--- src/rtl/core/mh2_pkg.sv ---
// Shared constants and controller/datapath interface types for the
// char-pair MurmurHash2-style string hash. No dependencies.
`default_nettype none

package mh2_pkg;

   localparam logic [31:0] HASH_M     = 32'h5bd1e995;
   localparam int unsigned HASH_R     = 24;
   localparam int unsigned FIN_S1     = 13;
   localparam int unsigned FIN_S2     = 15;
   localparam int unsigned HIGH_SHIFT = 16;
   localparam int unsigned CHAR_W     = 16;
   localparam int unsigned LEN_W      = 31;
   localparam int unsigned HASH_W     = 32;

   // Operand selection for the single shared multiplier.
   typedef enum logic [1:0] {
      MUL_PART     = 2'd0,
      MUL_PART_MIX = 2'd1,
      MUL_HASH     = 2'd2,
      MUL_HASH_FIN = 2'd3
   } mul_sel_type;

   typedef struct packed {
      logic        load;
      mul_sel_type mul_sel;
      logic        part_wr;
      logic        hash_wr;
      logic        emit;
   } cmd_type;

   typedef struct packed {
      logic in_has_chars;
      logic in_last;
      logic held_last;
      logic out_free;
   } status_type;

endpackage

`default_nettype wire

--- src/rtl/core/murmur2_char_pair_string_hash.sv ---
// Top level of the char-pair MurmurHash2-style string hash.
// Instantiates mh2_ctrl and mh2_datapath; uses mh2_pkg.
//
// Each accepted item is loaded from the input in the idle state; an item that
// carries characters then takes two mixing multiplies and the running-hash
// multiply, and a last item adds the finalising multiply and the result write.
// All multiplies share one 32-bit constant multiplier, and no new item is taken
// until the last one is through. A finished hash waits in an output register
// while the next item is taken; a last item only stalls in its emit step if that
// result is still unread. csr_ready is always high; write csr_wide_chars only while idle.
`default_nettype none

module murmur2_char_pair_string_hash (
   input  wire logic         clock,
   input  wire logic         reset,
   input  wire logic         req_valid,
   output logic              req_stall,
   input  wire logic         req_first_item,
   input  wire logic [30:0]  req_total_length,
   input  wire logic [15:0]  req_char_low,
   input  wire logic [15:0]  req_char_high,
   input  wire logic [1:0]   req_char_count,
   input  wire logic         req_last_item,
   output logic              rsp_valid,
   input  wire logic         rsp_stall,
   output logic [31:0]       rsp_hash_value,
   input  wire logic         csr_valid,
   output logic              csr_ready,
   input  wire logic         csr_wide_chars
);
   import mh2_pkg::*;

   cmd_type    cmd;
   status_type status;

   assign csr_ready = 1'b1;

   mh2_ctrl u_ctrl (
      .clock     (clock),
      .reset     (reset),
      .req_valid (req_valid),
      .req_stall (req_stall),
      .status    (status),
      .cmd       (cmd)
   );

   mh2_datapath u_datapath (
      .clock            (clock),
      .reset            (reset),
      .cmd              (cmd),
      .status           (status),
      .req_first_item   (req_first_item),
      .req_total_length (req_total_length),
      .req_char_low     (req_char_low),
      .req_char_high    (req_char_high),
      .req_char_count   (req_char_count),
      .req_last_item    (req_last_item),
      .csr_valid        (csr_valid && csr_ready),
      .csr_wide_chars   (csr_wide_chars),
      .rsp_valid        (rsp_valid),
      .rsp_stall        (rsp_stall),
      .rsp_hash_value   (rsp_hash_value)
   );

endmodule

`default_nettype wire

--- src/rtl/core/mh2_datapath.sv ---
// Datapath of the string hash: part and hash registers, one shared constant
// multiplier, the character width register and the result register. Uses mh2_pkg.
`default_nettype none

module mh2_datapath (
   input  wire logic                clock,
   input  wire logic                reset,
   input  wire mh2_pkg::cmd_type    cmd,
   output mh2_pkg::status_type      status,
   input  wire logic                req_first_item,
   input  wire logic [30:0]         req_total_length,
   input  wire logic [15:0]         req_char_low,
   input  wire logic [15:0]         req_char_high,
   input  wire logic [1:0]          req_char_count,
   input  wire logic                req_last_item,
   input  wire logic                csr_valid,
   input  wire logic                csr_wide_chars,
   output logic                     rsp_valid,
   input  wire logic                rsp_stall,
   output logic [31:0]              rsp_hash_value
);
   import mh2_pkg::*;

   logic              wide_ff, wide_in;
   logic [HASH_W-1:0] part_ff, part_in;
   logic [HASH_W-1:0] hash_ff, hash_in;
   logic              last_ff, last_in;
   logic              rsp_valid_ff, rsp_valid_in;
   logic [HASH_W-1:0] rsp_hash_ff, rsp_hash_in;

   logic [CHAR_W-1:0] char_mask;
   logic [CHAR_W-1:0] c0;
   logic [CHAR_W-1:0] c1;
   logic [HASH_W-1:0] mul_op;
   logic [HASH_W-1:0] product;
   logic              out_free;

   assign char_mask = wide_ff ? {CHAR_W{1'b1}} : CHAR_W'(16'h00ff);
   assign c0        = req_char_low & char_mask;
   assign c1        = req_char_high & char_mask;
   assign out_free  = !rsp_valid_ff || !rsp_stall;

   always_comb begin
      case (cmd.mul_sel)
         MUL_PART:     mul_op = part_ff;
         MUL_PART_MIX: mul_op = part_ff ^ (part_ff >> HASH_R);
         MUL_HASH:     mul_op = hash_ff;
         MUL_HASH_FIN: mul_op = hash_ff ^ (hash_ff >> FIN_S1);
         default:      mul_op = part_ff;
      endcase
   end

   assign product = mul_op * HASH_M;

   always_comb begin
      wide_in      = csr_valid ? csr_wide_chars : wide_ff;
      part_in      = part_ff;
      hash_in      = hash_ff;
      last_in      = last_ff;
      rsp_hash_in  = rsp_hash_ff;
      rsp_valid_in = rsp_valid_ff && rsp_stall;
      if (cmd.load) begin
         // A count of three carries a pair, the same as two.
         if (req_char_count == 2'd1) begin
            part_in = {{(HASH_W-CHAR_W){1'b0}}, c0};
         end else begin
            part_in = {c1, c0};
         end
         if (req_first_item) begin
            hash_in = {1'b0, req_total_length};
         end
         last_in = req_last_item;
      end
      if (cmd.part_wr) begin
         part_in = product;
      end
      if (cmd.hash_wr) begin
         hash_in = product ^ part_ff;
      end
      if (cmd.emit) begin
         // The finalising product waits in the part register.
         rsp_hash_in  = part_ff ^ (part_ff >> FIN_S2);
         rsp_valid_in = 1'b1;
      end
   end

   always_ff @(posedge clock) begin
      if (reset) begin
         wide_ff      <= 1'b0;
         hash_ff      <= '0;
         last_ff      <= 1'b0;
         rsp_valid_ff <= 1'b0;
      end else begin
         wide_ff      <= wide_in;
         hash_ff      <= hash_in;
         last_ff      <= last_in;
         rsp_valid_ff <= rsp_valid_in;
      end
      part_ff     <= part_in;
      rsp_hash_ff <= rsp_hash_in;
   end

   assign status.in_has_chars = req_char_count != 2'd0;
   assign status.in_last      = req_last_item;
   assign status.held_last    = last_ff;
   assign status.out_free     = out_free;

   assign rsp_valid      = rsp_valid_ff;
   assign rsp_hash_value = rsp_hash_ff;

endmodule

`default_nettype wire

--- src/rtl/core/mh2_ctrl.sv ---
// Sequencer of the string hash: steps one item through the shared
// multiplier and drives the input stall. Uses mh2_pkg.
`default_nettype none

module mh2_ctrl (
   input  wire logic                 clock,
   input  wire logic                 reset,
   input  wire logic                 req_valid,
   output logic                      req_stall,
   input  wire mh2_pkg::status_type  status,
   output mh2_pkg::cmd_type          cmd
);
   import mh2_pkg::*;

   typedef enum logic [5:0] {
      ST_IDLE = 6'b000001,
      ST_MIX1 = 6'b000010,
      ST_MIX2 = 6'b000100,
      ST_MIX3 = 6'b001000,
      ST_FIN1 = 6'b010000,
      ST_EMIT = 6'b100000
   } state_type;

   state_type state_ff, state_in;
   logic      accept;

   assign req_stall = state_ff != ST_IDLE;
   assign accept    = req_valid && !req_stall;

   always_comb begin
      state_in    = state_ff;
      cmd.load    = 1'b0;
      cmd.mul_sel = MUL_PART;
      cmd.part_wr = 1'b0;
      cmd.hash_wr = 1'b0;
      cmd.emit    = 1'b0;
      case (state_ff)
         ST_IDLE: begin
            if (accept) begin
               cmd.load = 1'b1;
               if (status.in_has_chars) begin
                  state_in = ST_MIX1;
               end else if (status.in_last) begin
                  state_in = ST_FIN1;
               end
            end
         end
         ST_MIX1: begin
            cmd.mul_sel = MUL_PART;
            cmd.part_wr = 1'b1;
            state_in    = ST_MIX2;
         end
         ST_MIX2: begin
            cmd.mul_sel = MUL_PART_MIX;
            cmd.part_wr = 1'b1;
            state_in    = ST_MIX3;
         end
         ST_MIX3: begin
            cmd.mul_sel = MUL_HASH;
            cmd.hash_wr = 1'b1;
            state_in    = status.held_last ? ST_FIN1 : ST_IDLE;
         end
         ST_FIN1: begin
            cmd.mul_sel = MUL_HASH_FIN;
            cmd.part_wr = 1'b1;
            state_in    = ST_EMIT;
         end
         ST_EMIT: begin
            // Hold here until the previous result has been taken.
            if (status.out_free) begin
               cmd.emit = 1'b1;
               state_in = ST_IDLE;
            end
         end
         default: begin
            state_in = ST_IDLE;
         end
      endcase
   end

   always_ff @(posedge clock) begin
      if (reset) begin
         state_ff <= ST_IDLE;
      end else begin
         state_ff <= state_in;
      end
   end

   a_empty_item_idles: assert property (@(posedge clock) disable iff (reset)
      accept && !status.in_has_chars && !status.in_last |=> state_ff == ST_IDLE)
      else $error("item without characters or result did not return to idle");

   a_fin_then_emit: assert property (@(posedge clock) disable iff (reset)
      state_ff == ST_FIN1 |=> state_ff == ST_EMIT)
      else $error("finalisation not followed by emit");

   a_emit_free: assert property (@(posedge clock) disable iff (reset)
      cmd.emit |-> status.out_free)
      else $error("result written over an item not yet taken");

   a_single_write: assert property (@(posedge clock) disable iff (reset)
      !(cmd.part_wr && cmd.hash_wr) && !(cmd.load && (cmd.part_wr || cmd.emit)))
      else $error("conflicting datapath commands");

endmodule

`default_nettype wire

--- config.mk ---
export PLATFORM = sky130hd
export DESIGN_NAME = murmur2_char_pair_string_hash
export DESIGN_NICKNAME = d
export VERILOG_FILES = /design/src/rtl/core/mh2_pkg.sv /design/src/rtl/core/murmur2_char_pair_string_hash.sv /design/src/rtl/core/mh2_datapath.sv /design/src/rtl/core/mh2_ctrl.sv
export SDC_FILE = /design/constraint.sdc
export NUM_CORES = 1
export LEC_CHECK = 0
export BUFFER_PORTS_ARGS = -buffer_cell sky130_fd_sc_hd__buf_2
export CAP_MARGIN = 20
export CORE_ASPECT_RATIO = 0.5
export CORE_MARGIN = 4
export CORE_UTILIZATION = 68
export CTS_CLUSTER_DIAMETER = 100
export CTS_CLUSTER_SIZE = 20
export DETAILED_ROUTE_END_ITERATION = 7
export MAX_ROUTING_LAYER = met4
export PLACE_DENSITY = 0.89
export SYNTH_ARGS = -nofsm -noshare
export SYNTH_HDL_FRONTEND = slang
export SYNTH_SLANG_ARGS = --single-unit
--- constraint.sdc ---
create_clock -name clock -period 27.7 [get_ports clock]
set_clock_uncertainty 0.15 [all_clocks]
set_input_delay 4.155 -clock clock [delete_from_list [all_inputs] [get_ports clock]]
set_output_delay 4.155 -clock clock [all_outputs]
set_load 0.03 [all_outputs]
=== After elaboration in Yosys (flattened, before gate mapping) ===
Index checks and enable logic that the tools add are counted.

* Multiply operators: 1
* Equal/unequal tests: 14
* Mux-type cells: 22
* Bitwise operators: 6
* Reductions and logical operators: 14

{| class="wikitable"
|+ Operators with widths
! cell !! number
|-
| two-way mux 32 bit || 6
|-
| case mux 32 bit (4 select lines) || 1
|-
| case mux 6 bit (6 select lines) || 1
|-
| bitwise AND 16 bit || 2
|-
| multiplier 32 x 31 -> 32 bit, second input constant || 1
|-
| bitwise XOR 32 x 17 -> 32 bit || 1
|-
| bitwise XOR 32 x 19 -> 32 bit || 1
|-
| bitwise XOR 32 bit || 1
|-
| bitwise XOR 32 x 8 -> 32 bit || 1
|-
| two-way mux 6 bit || 4
|-
| two-way mux 16 bit || 1
|-
| nonzero test 2 bit || 4
|-
| two-way mux 1 bit || 7
|-
| equality test 6 x 1 -> 1 bit, second input constant || 1
|-
| equality test 6 x 2 -> 1 bit, second input constant || 1
|-
| equality test 6 x 3 -> 1 bit, second input constant || 1
|-
| equality test 6 x 4 -> 1 bit, second input constant || 1
|-
| equality test 6 x 5 -> 1 bit, second input constant || 1
|-
| equality test 6 bit, second input constant || 1
|-
| != test 6 x 1 -> 1 bit, second input constant || 1
|-
| case mux 2 bit (3 select lines) || 1
|-
| two-way mux 5 bit || 1
|-
| equality test 2 x 1 -> 1 bit, second input constant || 2
|-
| equality test 2 bit, second input constant || 2
|-
| 9 further kinds || 13
|}

* Bits in registers: 105
* Output and inout port bits: 35

=== Logic depth before layout (Yosys ltp) ===
* Depth in word-level cells: 7
* Depth in mapped cells: 34
* Mapped depth without buffers: 33

=== Modules after synthesis ===
From an unflattened synthesis, not the netlist that was laid out.

* Cells, all modules: 1396
* Area, all modules: 14247.4 µm²

{| class="wikitable"
|+ Modules (own cells, without submodules)
! module !! instances !! cells each !! area an instance (µm²) !! seq. area each (µm²)
|-
| mh2_datapath || 1 || 1348 || 13838.3 || 2622.5
|-
| mh2_ctrl || 1 || 46 || 397.9 || 120.1
|-
| murmur2_char_pair_string_hash || 1 || 2 || 11.3 || 0.0
|}

=== Least setup slack after synthesis ===
Ideal clock, no wire load.

* Kind: reg2reg
* Start: reg u_ctrl.state_ff[5]
* End: reg u_datapath.hash_ff[23]
* Arrival: 8514 ps
* Required time: 27467 ps
* Path slack: 18953 ps
* Stages on the path, launching flop included: 32
* Path buffers: 1
* Period minus slack after synthesis: 8747 ps
* Cell sequence: dfxtp_1 nor4_4 nand2_2 nand2_1 clkbuf_1 nand2_1 xor2_1 o21ai_0 ha_1 ha_1 fa_1 inv_1 fa_1 inv_1 fa_1 inv_1 fa_1 inv_1 fa_1 inv_1 fa_1 inv_1 ha_1 and2_1 and4_1 a221oi_2 o31ai_1 a21o_1 a21o_1 and3_1 or4_1 o221ai_1

* Cells in the longest elaborated chain, start to end: 7

{| class="wikitable"
|+ RTL lines
! item !! RTL line !! source
|-
| start, declared || mh2_ctrl.sv:24 || <nowiki>state_type state_ff, state_in;</nowiki>
|-
| start signal, assigned || mh2_ctrl.sv:85 || <nowiki>state_ff <= state_in;</nowiki>
|-
| equality test 6 x 5 -> 1 bit, or another cell as far along || mh2_ctrl.sv:37 || <nowiki>case (state_ff)</nowiki>
|-
| case mux 2 bit (3 select lines) or logical NOT 1 bit (tied branches) || mh2_ctrl.sv:37, mh2_ctrl.sv:28 ||
|-
| equality test 2 bit, or another cell as far along || mh2_datapath.sv:44 || <nowiki>case (cmd.mul_sel)</nowiki>
|-
| case mux 32 bit (4 select lines) or two-way mux 1 bit (tied branches) || mh2_datapath.sv:44, mh2_ctrl.sv:39 ||
|-
| multiplier 32 x 31 -> 32 bit or two-way mux 1 bit (tied branches) || mh2_datapath.sv:53, mh2_ctrl.sv:37 ||
|-
| bitwise XOR 32 bit or nonzero test 2 bit (tied branches) || - ||
|-
| two-way mux 32 bit or AND reduction 2 bit (tied branches) || - ||
|-
| end signal, assigned || mh2_datapath.sv:95 || <nowiki>hash_ff <= hash_in;</nowiki>
|-
| end, declared || mh2_datapath.sv:26 || <nowiki>logic [HASH_W-1:0] hash_ff, hash_in;</nowiki>
|}

Parallel ways exist; a longest one is shown, timed or not.
A chain may end at the register's enable or synchronous reset.

=== Worst setup path in the final report ===
Same ends and word-level chain as after synthesis.

==> reports/results.md <==
### Worst setup path
* u_ctrl.state_ff[5] — reg2reg start
* sky130_fd_sc_hd__inv_1 — cell with the most instances on the worst path
* 30 — Worst R2R Path Depth
* flop — Crit. End Element
* 9890 ps — CP Data Arrival Time
* sky130_fd_sc_hd__o221ai_1 — CP max stage cell
* 15 — Max Fanout on Critical Path
* u_datapath.hash_ff[23] — reg-to-reg endpoint
* 17930 ps — FF-to-FF setup slack
* flop to flop — critical path class
* flop — Worst Setup Start Kind
* 720 ps — Largest stage delay, worst path
* 27820 ps — data required time at the worst endpoint

### Place
* 1.05 — final weighted congestion in routability-driven placement
* 106 — IO Port Bufs
* 1871 — Placed Cells incl. Taps
* 33800 um — half-perimeter wire length after detailed placement

### Final layout
* 8.54% — post-synthesis to final-layout area growth
* 2077 — net count of the finished layout
* 9.54% — fraction of layout instances using a drive strength above 1
* 1890 — non-filler cells in the finished layout

### Status
* design-rule violations — violated checks
* finished with violations — status

### CTS
* 3 — Clock H-tree levels
* 350 ps — insertion delay of the later-clocked pin in the worst-skew pair
* 70 ps — clock transition at the register clock pins on the worst setup and hold paths after CTS
* 105 — Clock Sinks
* 0 — hold bufs inserted after CTS
* 2 — maximum number of buffers from clock root to sink
* 9 — number of buffers created by CTS
* 0 — setup bufs post-CTS
* yes — TritonCTS clock tree
* sky130_fd_sc_hd__clkbuf_16 — CTS Root Cell
* 0 — post-cts sizing count

### STA
* 0 — # setup viols final
* 102 MHz — maximum frequency from static timing analysis
* 0 — final number of max-transition violations
* 9770 ps — minimum clock period
* 341 ps — worst hold-check slack
* 0 ps — sum of negative setup slack
* 28.2% — Slew Limit Headroom
* 0 — final count of hold timing violations
* no — RSZ-0062 raised after global routing
* 1070 ps — Worst Tran Pin Value
* 35.3% — final clock period utilization by the worst path

### Route
* 6.00 — detailed-route vias per instance
* 22.0 um — average wire length per cell after detail routing
* 2 — final routed DRC violation total
* 8 — drt pass-1 iters
* 11345 — total vias in the final route
* 1386 — DRC violation total after the first TritonRoute iteration
* 0 — antenna-violating nets left
* 41500 um — routed wire length

### Floorplan
* 108 — I/O pin count
* 213 um — width of the die
* 23600 um2 — Die Footprint
* 111 um — Die Y-Extent
* 69.5% — initial core utilization
* 20600 um2 — core box area
* 37 — FP Rows

### Global route
* 0 — GRT Residual Overflow
* 11632 — vias in the first global route
* 36.8% — total global routing track utilization
* 64500 um — global-route wire length before repair
* 1 — number of antenna violations at the first check in global routing
* 43 — largest net degree at the start of global routing

### Synthesis
* 0 — Synthesis Warnings
* 64 — number of flops mapped to enable cells by yosys
* 14300 um2 — post-synthesis cell area
* 25.0% — area share of the largest cell type after synthesis
* sky130_fd_sc_hd__edfxtp_1 — main flop type after synthesis
* sky130_fd_sc_hd__fa_1 (25%), sky130_fd_sc_hd__ha_1 (19%), sky130_fd_sc_hd__edfxtp_1 (13%) — synth top area cells
* sky130_fd_sc_hd__inv_1 (355), sky130_fd_sc_hd__ha_1 (215), sky130_fd_sc_hd__fa_1 (179) — Synth top cells by count
* 1984 — synthesized netlist net count
* 0% — Post-synth ARST share
* 9.44 um2 — syn_area_per_cell
* sky130_fd_sc_hd__inv_1 — most frequent cell after synthesis
* 19.2% — part of the Yosys area used for sequential elements
* 62 — library cells used by synthesis
* sky130_fd_sc_hd__fa_1 — area leader, netlist
* 105 — number of synthesized register bits
* 1517 — gate count of the mapped netlist

### Min path
* u_datapath.last_ff — Worst Hold Launch
* 2 — number of cells on the worst hold path
* u_datapath.last_ff — endpoint of the worst hold path
* flop to flop — worst hold path type

### Flow run
* 0 — max-cap violation count

-- area by class of cell --
class,instances,area [um2]
Timing Repair Buffer,123,678
Tap cell,273,342
Sequential cell,105,2740
Fill cell,1458,5060
Multi-Input combinational cell,1016,10100
Clock buffer,12,256
Antenna cell,2,5.00
Inverter,355,1330
Clock inverter,4,76.3
-- registers in the layout (all words and copies together) (netlist names) --
register                   count
u_datapath.wide_ff             1
u_ctrl.state_ff                6
u_datapath.last_ff             1
u_datapath.rsp_valid           1
u_datapath.rsp_hash_value     32
u_datapath.part_ff            32
u_datapath.hash_ff            32
-- through the flow --
step           cell area [um2]  setup slack (ps)  utilization [%]
2_1_floorplan            14300             18950                -
3_3_place_gp             15200             18470             73.7
3_5_place_dp             15200             18230             73.7
4_1_cts                  15500             18150             75.3
5_1_grt                  15500             17410             75.4
6_report                 15500             17930             75.4
-- logic make-up after synthesis --
logic type	after synthesis	share of synthesized area, %
mux	5	0.367
flops	105	19.2
compound gates	177	8.12
xor+xnor	128	8.44
buf+inv	396	10.4
other cells	1	0.0262
simple gates	311	9.67
fa+ha+maj	394	43.8
-- cell usage in the layout (no fill, tap or decap), types with 4 or more instances in the layout --
cell type and count:
sky130_fd_sc_hd__buf_4 16, sky130_fd_sc_hd__o21bai_1 4, sky130_fd_sc_hd__clkbuf_16 9, sky130_fd_sc_hd__fa_1 179, sky130_fd_sc_hd__ha_1 215, sky130_fd_sc_hd__xnor2_1 60
sky130_fd_sc_hd__and3_1 8, sky130_fd_sc_hd__nand3b_1 6, sky130_fd_sc_hd__nor3_1 8, sky130_fd_sc_hd__a311oi_1 13, sky130_fd_sc_hd__or3_1 5, sky130_fd_sc_hd__o21ai_1 8
sky130_fd_sc_hd__o21ai_0 40, sky130_fd_sc_hd__inv_1 355, sky130_fd_sc_hd__and2_1 7, sky130_fd_sc_hd__nor2b_1 6, sky130_fd_sc_hd__nand2_1 167, sky130_fd_sc_hd__a21oi_1 38
sky130_fd_sc_hd__o21a_1 6, sky130_fd_sc_hd__nand3_1 34, sky130_fd_sc_hd__a221oi_1 5, sky130_fd_sc_hd__nand2b_1 7, sky130_fd_sc_hd__a31oi_1 5, sky130_fd_sc_hd__xor2_1 62
sky130_fd_sc_hd__edfxtp_1 64, sky130_fd_sc_hd__dfxtp_1 41, sky130_fd_sc_hd__a21o_1 13, sky130_fd_sc_hd__nor2_1 49, sky130_fd_sc_hd__a211oi_1 8, sky130_fd_sc_hd__o221ai_1 5
sky130_fd_sc_hd__buf_2 106, sky130_fd_sc_hd__a22oi_1 6, sky130_fd_sc_hd__nor4_1 4
-- worst max-delay path: cells and delay by family (launching register included) --
family                     cells  cell delay [ps]
DFF                            1              370
xor gates and xnor gates       1              140
AOI/OAI and AO/OA              6             2000
and+or+nand+nor                7             2320
adders and majority gates      9             3900
buffers and inverters          7              800
-- metal layers --
layer | global-route usage (%) | part of all wire, % | routed length, um
met1 | 52.2 | 41 | 16800
met2 | 52.5 | 43 | 17800
met5 | - | 0 | 0
met3 | 9.96 | 13 | 5530
met4 | 10.6 | 3.4 | 1400
-- worst max path at each step --
stage | from | end | slack (ps) | cells after the start
floorplan | u_ctrl.state_ff[5] | u_datapath.hash_ff[23] | 18950 | 31
global placement | u_ctrl.state_ff[5] | u_datapath.hash_ff[23] | 18470 | 30
detailed placement | u_ctrl.state_ff[5] | u_datapath.hash_ff[23] | 18230 | 30
CTS | u_ctrl.state_ff[5] | u_datapath.hash_ff[23] | 18150 | 30
global route | u_ctrl.state_ff[5] | u_datapath.hash_ff[23] | 17410 | 30
finish | u_ctrl.state_ff[5] | u_datapath.hash_ff[23] | 17930 | 30
Power is not shown: default switching activity piles up to over one toggle a cycle in this logic, so the estimate is an artifact.
